[config.mk]
export PLATFORM = sky130hd
export DESIGN_NAME = scqd_ram
export DESIGN_NICKNAME = d
export VERILOG_FILES = /design/src/rtl/scqd_ram.sv
export SDC_FILE = /design/constraint.sdc
export NUM_CORES = 2
export LEC_CHECK = 0
export BUFFER_PORTS_ARGS = -buffer_cell sky130_fd_sc_hd__buf_2
export CAP_MARGIN = 0
export CORE_MARGIN = 2
export CORE_UTILIZATION = 50
export CTS_CLUSTER_DIAMETER = 80
export DETAILED_ROUTE_END_ITERATION = 12
export PLACE_DENSITY = 0.65
export SLEW_MARGIN = 20
export SYNTH_ARGS = -nofsm -noshare
export SYNTH_HDL_FRONTEND = slang
export SYNTH_SLANG_ARGS = --single-unit
[constraint.sdc]
create_clock -name i_clk -period 4.2 [get_ports i_clk]
set_input_delay 0.63 -clock i_clk [delete_from_list [all_inputs] [get_ports i_clk]]
set_output_delay 0.63 -clock i_clk [all_outputs]
set_load 0.005 [all_outputs]
[src/rtl/scqd_ram.sv]
// ----------------------------------------------------------------------------
// scqd_ram
// Generic simple dual-port RAM: one write port, one read port, registered read.
// ----------------------------------------------------------------------------
module scqd_ram #(
    parameter int WIDTH = 32,
    parameter int DEPTH = 64
) (
    input  logic                     i_clk,
    input  logic                     i_wr_en,
    input  logic [$clog2(DEPTH)-1:0] i_wr_addr,
    input  logic [WIDTH-1:0]         i_wr_data,
    input  logic                     i_rd_en,
    input  logic [$clog2(DEPTH)-1:0] i_rd_addr,
    output logic [WIDTH-1:0]         o_rd_data
);

    logic [WIDTH-1:0] r_mem [DEPTH];
    logic [WIDTH-1:0] r_rd_data;

    always_ff @(posedge i_clk) begin
        if (i_wr_en) begin
            r_mem[i_wr_addr] <= i_wr_data;
        end
        if (i_rd_en) begin
            r_rd_data <= r_mem[i_rd_addr];
        end
    end

    assign o_rd_data = r_rd_data;

endmodule

==> summary.txt <==
Floorplan
  – Chip Width: 401 µm
  – Initial Util: 50.4%
  – Rows: 145
  – DIE AREA: 0.161 mm²
  – CORE AREA: 0.156 mm²
  – I/O Pins: 79
  – Die Y: 401 µm

Clock tree
  – TritonCTS clock tree: yes
  – CTS clk-pin slew, worst paths: 0.06 ns
  – Clock root buffer: clkbuf_16
  – Hold buffer count at cts: 0
  – Cts bufs inserted: 202
  – PostCTS Resize Cnt: 0
  – Clk_lat worst skew: 0.85 ns
  – Max Root-Sink Buffers: 3
  – Sink Count: 2080
  – Setup bufs post-CTS: 0
  – H-tree Lvls: 4

Drt
  – DR vias/cell: 6.45
  – Vias: 37837
  – Drt total wl: 205000 µm
  – Post-route ant nets: 0
  – First drt pass iteration count: 5
  – WL/cell: 35.0 µm
  – 1st-iter DRT viols: 4994
  – DRC viols: 0

Worst setup path
  – Worst setup EP type: flop
  – Slowest CP cell: o22ai_1
  – Crit path max fanout: 38
  – Crit path launch: i_rd_addr[0]
  – Most common cell on crit path: mux4_2
  – RR Startpoint: r_mem[0][10]$_DFFE_PP_
  – Worst path required time: 4.75 ns
  – Critical Path Stages: 7
  – Worst Reg2Reg Path Length in Cells: 4
  – CP cell instances: buf_8, buf_12, buf_4, mux4_2, mux4_2, o22ai_1, nor2_1
  – Crit-path max cell delay: 0.66 ns
  – Critical path class: in -> reg
  – CP delay by family, top: multiplexers
  – WP data arrival: 3.74 ns
  – Crit start category: input pin
  – Worst Path Buf+Inv: 3

Timing
  – # setup viols final: 0
  – Slew HR: 24.3%
  – Final Max Tran Viols: 0
  – Total negative slack: 0 ns
  – Final Skew: 0.0385 ns
  – Minimum clock period: 3.19 ns
  – RSZ-0062 raised after global routing: false
  – Endpoints failing hold: 0
  – Worst hold slack: 0.181 ns
  – Period utilization: 76.0%
  – Maximum clock frequency: 313 MHz
  – Worst-margin pin slew: 1.14 ns

Layout
  – Fillers: 11093
  – Synth-to-layout area growth: 14.2%
  – Total Nets Final: 3702
  – Share of layout cells above drive strength 1: 31.1%

Worst hold path
  – Hold path cells: 1
  – HP Start: i_wr_data[4]
  – Hold crit path type: in -> reg

Logic synthesis
  – Ys Warns: 0
  – Post-Syn Area: 0.0788 mm²
  – Syn avg cell area: 23.7 µm²
  – Synthesized Nets: 3371
  – Syn Inst Count: 3324
  – Sequential area share after synthesis: 79.2%
  – Flop and latch count out of synthesis: 2080
  – Yosys cell types: 33

Global routing
  – Largest net degree at the start of global routing: 65
  – Grt total ovfl: 0
  – Number of global-route vias before repair: 37706
  – Tot GR Track Use: 25.6%
  – Antenna violations before repair: 18
  – First-pass GRT wire length: 287000 µm

Power and ir drop
  – PD cells: 474 mW/mm²
  – Leak pwr: 28.1 nW
  – Max VDD drop: 449 µV

Status
  – Status: finished clean

Place
  – DP HPWL: 120000 µm
  – GP Congestion: 0.813
  – IO Port Bufs: 78

Flow run
  – Max-cap violations: 0
## stage by stage
step	instances	setup slack [ns]	util, %	total power, W	area, µm²
4_1_cts	5862	1.08	57.5	0.0429	90000
3_5_place_dp	5508	0.157	53.5	0.0258	83700
2_1_floorplan	3324	0.410	-	0.0246	78800
6_report	5868	1.01	57.5	0.0426	90000
3_3_place_gp	5508	0.137	53.5	0.0257	83700
5_1_grt	5863	1.00	57.5	0.0437	90000
## logic make-up after synthesis
family	Yosys count	synth area share [%]
AOI/OAI and AO/OA	202	1.67
and+or+nand+nor	223	1.26
buffers and inverters	182	1.12
muxes	637	16.7
DFF	2080	79.2
## layout by cell type, fill, tap and decap left out, types with 7 or more instances in the layout
cell / count
mux2i_1: 93
o221ai_1: 27
buf_2: 69
edfxtp_1: 2080
a311oi_1: 8
o22ai_1: 84
bufinv_16: 12
nor2b_1: 15
a22oi_1: 12
clkbuf_16: 204
nor2_1: 75
a21oi_1: 62
clkbuf_1: 46
buf_4: 194
mux4_2: 544
nand2_1: 26
nand2b_1: 7
clkinv_1: 49
clkinv_16: 7
nor2_4: 62
clkinv_2: 25
buf_12: 42
## path summary, 6_finish.rpt
kind | endpoint | slack [ns]
max reg2reg | o_rd_data[10]$_DFFE_PP_ | 1.53
min reg2reg | o_rd_data[20]$_DFFE_PP_ | 0.93
min | r_mem[52][4]$_DFFE_PP_ | 0.18
max | o_rd_data[18]$_DFFE_PP_ | 1.01
## flip-flops by register name, summed over array words and instances (netlist names)
signal,cells
o_rd_data,32
r_mem,2048
## area by class of cell
| class | count | area (µm²) | area share, % |
|---|---|---|---|
| flip-flops and latches | 2080 | 62500 | 69.4 |
| clock buffers | 250 | 5280 | 5.86 |
| well taps | 2058 | 2570 | 2.86 |
| multi-input cells | 1062 | 16000 | 17.7 |
| clock inverters | 104 | 1010 | 1.12 |
| repair buffers | 309 | 2700 | 3.00 |
| diodes | 5 | 12.5 | 0.0139 |
## Yosys cell counts (all sizes together)
cell | n | area, µm²
a21oi | 62 | 310
a22oi | 12 | 90.1
a311oi | 8 | 70.1
a31oi | 1 | 6.26
a41o | 4 | 40.0
and2 | 2 | 12.5
and3 | 4 | 25.0
buf | 108 | 608
clkbuf | 74 | 278
edfxtp | 2080 | 62500
mux2i | 93 | 931
mux4 | 544 | 12300
nand2 | 26 | 97.6
nand2b | 8 | 50.1
nand3 | 5 | 25.0
nand3b | 5 | 37.5
nand4 | 2 | 12.5
nand4b | 1 | 8.76
nor2 | 137 | 514
nor2b | 15 | 93.8
nor3 | 7 | 35.0
o221ai | 27 | 236
o22ai | 84 | 526
o32ai | 4 | 35.0
or2 | 3 | 18.8
or3 | 3 | 18.8
or3b | 5 | 43.8
## layer usage
metal | part of all wire, % | wire (µm) | up-vias | global-route usage (%)
li1 | - | - | 14973 | -
met1 | 40 | 81500 | 20497 | 36.7
met2 | 48 | 98600 | 2021 | 40.5
met3 | 9.1 | 18700 | 328 | 4.85
met4 | 3.1 | 6350 | 18 | 7.98
met5 | 0.052 | 107 | - | 0
## power by group
| group | total, W | internal, W | switching (W) |
|---|---|---|---|
| Sequential | 0.0231 | 0.0230 | 0.0000760 |
| Combinational | 0.00222 | 0.000826 | 0.00140 |
| Clock | 0.0173 | 0.00965 | 0.00764 |
| Total | 0.0426 | 0.0335 | 0.00911 |
Power figures use the tool's default switching activity.
