## config.mk

```make
export PLATFORM = sky130hd
export DESIGN_NAME = scqd_chan_ptr
export DESIGN_NICKNAME = d
export VERILOG_FILES = /design/src/rtl/scqd_pkg.sv /design/src/rtl/scqd_chan_ptr.sv
export SDC_FILE = /design/constraint.sdc
export NUM_CORES = 1
export LEC_CHECK = 0
export BUFFER_PORTS_ARGS = -buffer_cell sky130_fd_sc_hd__buf_2
export CORE_AREA = 2 2 39 41
export DETAILED_ROUTE_END_ITERATION = 16
export DIE_AREA = 0 0 41 43
export PLACE_DENSITY = 0.51
export SLEW_MARGIN = 20
export SYNTH_ARGS = -nofsm -noshare
export SYNTH_HDL_FRONTEND = slang
export SYNTH_SLANG_ARGS = --single-unit
```

## constraint.sdc

```tcl
create_clock -name i_clk -period 2.25 [get_ports i_clk]
set_clock_uncertainty 0.05 [all_clocks]
set_input_delay 0.45 -clock i_clk [delete_from_list [all_inputs] [get_ports i_clk]]
set_output_delay 0.45 -clock i_clk [all_outputs]
set_load 0.005 [all_outputs]
```

## src/rtl/scqd_pkg.sv

```systemverilog
// ----------------------------------------------------------------------------
// scqd_pkg
// Shared types and codes for the servo command queue dispatch unit.
// ----------------------------------------------------------------------------
package scqd_pkg;

    // Request codes carried in the slave-side tuser
    localparam logic REQ_PUSH = 1'b0;
    localparam logic REQ_TICK = 1'b1;

    // Fixed field widths
    localparam int ANGLE_W = 16;
    localparam int DUR_W   = 16;
    localparam int BUSY_W  = 16;
    localparam int CHAN_W  = 4;
    localparam int PART_IN_W = 4;
    localparam int ENTRY_W = ANGLE_W + DUR_W;

    // Result kind codes carried in the master-side tuser
    typedef enum logic [1:0] {
        RESP_ACK   = 2'd0,
        RESP_SWEEP = 2'd1,
        RESP_WAIT  = 2'd2
    } t_resp_kind;

    // Ring status of one channel
    typedef struct packed {
        logic full;
        logic empty;
    } t_chan_stat;

endpackage

```

## src/rtl/scqd_chan_ptr.sv

```systemverilog
// ----------------------------------------------------------------------------
// scqd_chan_ptr
// Write/read pointer pair and full/empty status for one channel ring.
// ----------------------------------------------------------------------------
module scqd_chan_ptr #(
    parameter int QUEUE_DEPTH = 8
) (
    input  logic                           i_clk,
    input  logic                           i_rst_n,
    input  logic                           i_push,
    input  logic                           i_pop,
    output logic [$clog2(QUEUE_DEPTH)-1:0] o_wptr,
    output logic [$clog2(QUEUE_DEPTH)-1:0] o_rptr,
    output scqd_pkg::t_chan_stat           o_stat
);
    import scqd_pkg::*;

    localparam int PTR_W = $clog2(QUEUE_DEPTH);
    localparam logic [PTR_W-1:0] PTR_LAST = PTR_W'(QUEUE_DEPTH - 1);

    logic [PTR_W-1:0] r_wptr, n_wptr;
    logic [PTR_W-1:0] r_rptr, n_rptr;
    logic [PTR_W-1:0] w_wnext, w_rnext;

    assign w_wnext = (r_wptr == PTR_LAST) ? '0 : r_wptr + PTR_W'(1);
    assign w_rnext = (r_rptr == PTR_LAST) ? '0 : r_rptr + PTR_W'(1);

    always_comb begin
        n_wptr = i_push ? w_wnext : r_wptr;
        n_rptr = i_pop  ? w_rnext : r_rptr;
    end

    always_ff @(posedge i_clk) begin
        if (!i_rst_n) begin
            r_wptr <= '0;
            r_rptr <= '0;
        end else begin
            r_wptr <= n_wptr;
            r_rptr <= n_rptr;
        end
    end

    assign o_wptr       = r_wptr;
    assign o_rptr       = r_rptr;
    assign o_stat.full  = (w_wnext == r_rptr);
    assign o_stat.empty = (r_wptr == r_rptr);

endmodule

```

==> key figures <==
Synthesis
  – Post-synth cell types: 12
  – Top-area cell type share of the netlist area: 35.7%
  – Synthesized netlist cell count: 34
  – Yosys reg bits: 6
  – Sequential share of the synthesized area: 35.7%
  – Yosys warnings: 0
  – Synthesized Nets: between 40 and 50
  – Top FF cell, synth: dfxtp_1
  – Most frequent cells after synthesis: 6 x dfxtp_1, 5 x xor2_1, 4 x ha_1, 4 x mux2i_1, 4 x nor2_1
  – Top-count cell post-synth: dfxtp_1
  – Dominant cells by area after synthesis: dfxtp_1 36%, ha_1 15%, xor2_1 13%
  – Synth area leader: dfxtp_1
  – Post-synth EDFFs: 0
  – Synthesized cell area: 337 um^2
  – Mapped Avg Cell Area: 9.90 um^2
  – FFs w/ async S/R, synth: 0%

Floorplan
  – Die ar.: 1760 um^2
  – Die W: 41 um
  – Starting Density: 24.3%
  – Die Span Y: 43 um
  – FP Rows: 14
  – Ports: 12
  – CORE AREA: 1380 um^2

STA
  – Final setup TNS: 0 ps
  – Final hold vios: 0
  – Final period util: 94.5%
  – Final setup viols: 0
  – Worst Tran Pin Value: between 200 and 250 ps
  – RSZ-0062 raised after global routing: false
  – Minimum clock period: 2130 ps
  – Final setup margin: around 120 ps
  – Pins Over Slew Limit: 0
  – Slew HR: 84.2%
  – Fmax: ~0.47 GHz

CTS
  – Sink Count: 6
  – Deepest clock path buffer count: 2
  – CTS tree: built
  – Post-CTS Setup Inserts: 0
  – H-Tree Depth: 1
  – Hold buffer count at cts: 0
  – Cts bufs inserted: 3
  – Number of gates resized after cts: 0
  – Clock Tree Root: clkbuf_4
  – Clock latency at the later pin of the worst-skew pair: 260 ps
  – CTS clk-pin slew, worst paths: ~60 ps

Layout
  – Post-layout util: 31.4%
  – Final antenna diode count: 0
  – Final nets: 58
  – Area grow syn2layout: 29.0%
  – Share of cells above drive strength 1: roughly 29%

Detailed routing
  – Met1 wire length: ~300 um
  – DR top layer: met4
  – WL met2: ~300 um
  – Routed wire length: 671 um
  – Drt pass-1 iters: 4
  – DR WL/cell: 10.5 um
  – Wire length on met3: approximately 50 um
  – Remaining antenna violation count: 0
  – Avg Vias per Cell: 4.56
  – Via count: 292
  – DR iter-0 viols: 5
  – Post-route DRC violation count: 0

Power and ir drop
  – VDD IR-drop max: ~260 uV
  – Leakage: 0.255 nW
  – PwrDens: 635 nW/um^2

Hold path
  – Hold endpoint: o_rptr[2]
  – Hold WC Path Type: input port to flop
  – Critical hold path startpoint: i_pop
  – WHS Path Cells: 3

GRT
  – First-pass GRT wire length: 1030 um
  – Number of global-route vias before repair: 253
  – GRT Total Usage: 9.83%
  – Largest net degree at the start of global routing: 8
  – Initial antenna violation count: 0
  – GR Overflow Total: 0

Setup path
  – Reg-to-reg startpoint: o_wptr[0]
  – Reg2Reg Depth: 4
  – Crit path required time: 1750 ps
  – Critical setup path kind: flop to output port
  – Element type at the critical path end: output port
  – R2R setup slack: around 860 ps
  – Worst Path Max Fanout: 7
  – Crit path arrival time: 1630 ps
  – Worst R2R End: o_wptr[0]
  – CP startpoint kind: flop

Place
  – Pre-CTS worst setup slack: ~400 ps
  – Port buffer count: 11
  – Routability Congestion: 0.668

Status
  – Status: finished clean

Job
  – Max cap viols: 0
area by class of cell:
| type | instances | area, um^2 |
|---|---|---|
| sequential | 6 | 120 |
| timing repair buffer | 11 | 55.1 |
| multi-input combinational | 27 | 213 |
| inverter | 1 | 3.75 |
| clock buffer | 3 | 22.5 |
| tap | 16 | 20.0 |
| fill | 150 | 950 |
state kept, by name, summed over array words and instances, names as in the netlist:
name	cells
o_wptr	3
o_rptr	3
how the worst max path moves through the flow:
stage                   start   endpoint  slack, ps  depth (start not counted)
finish              o_wptr[0]  o_stat[1]        120                          5
global route        o_wptr[0]  o_stat[1]         40                          5
CTS                 o_wptr[0]  o_stat[1]        110                          5
floorplan           o_wptr[0]  o_stat[1]        540                          4
detailed placement  o_wptr[0]  o_stat[1]        400                          5
global placement    o_wptr[0]  o_stat[1]        420                          5
per-layer routing:
layer | track usage [%] | vias to the layer above
met5 | 0 | -
met1 | 10.6 | 132
met3 | 7.85 | 2
li1 | - | 147
met2 | 11.9 | 11
met4 | 8.00 | 0
report_power, final:
group	total (mW)	switching [mW]	internal, mW	leakage (nW)
logic	0.0482	0.0215	0.0267	0.192
clock network	0.106	0.0449	0.0608	0.0138
registers	0.122	0.00918	0.112	0.0491
total	0.276	0.0756	0.200	0.255
critical path, stage by stage, from the launching register on:
cell and delay, ps:
dfxtp_1 370, ha_1 220, ha_1 200, o21a_1 170, nor4_1 250, buf_2 160
cells by family after synthesis:
kind of cell,share of synthesized area [%]
DFF,35.7
xor gates and xnor gates,13.0
adders and majority gates,14.9
and+or+nand+nor,18.2
AOI/OAI and AO/OA,5.21
buffers and inverters,1.11
muxes,11.9
metrics by stage:
stage                     instances  hold slack (ps)  power (mW)  cell area, um^2
final                            64              456       0.276              434
after CTS                        64              466       0.278              434
after global placement           61              504       0.172              412
after global routing             64              493       0.292              434
after floorplan                  34              487       0.151              337
after detailed placement         61              512       0.173              412
cell usage in the layout, fill, tap and decap left out:
cell type | netlist | layout
ha_1 | 4 | 4
mux2i_1 | 4 | 4
a21oi_1 | 2 | 2
o21a_1 | 1 | 1
buf_2 | 0 | 11
nand2b_1 | 2 | 2
dfxtp_1 | 6 | 6
nor4_1 | 1 | 1
nor3_1 | 2 | 2
xor2_1 | 5 | 5
inv_1 | 1 | 1
nor2_1 | 4 | 4
or3b_1 | 2 | 2
clkbuf_4 | 0 | 3
Note: power is estimated with default switching activity, not from simulation.
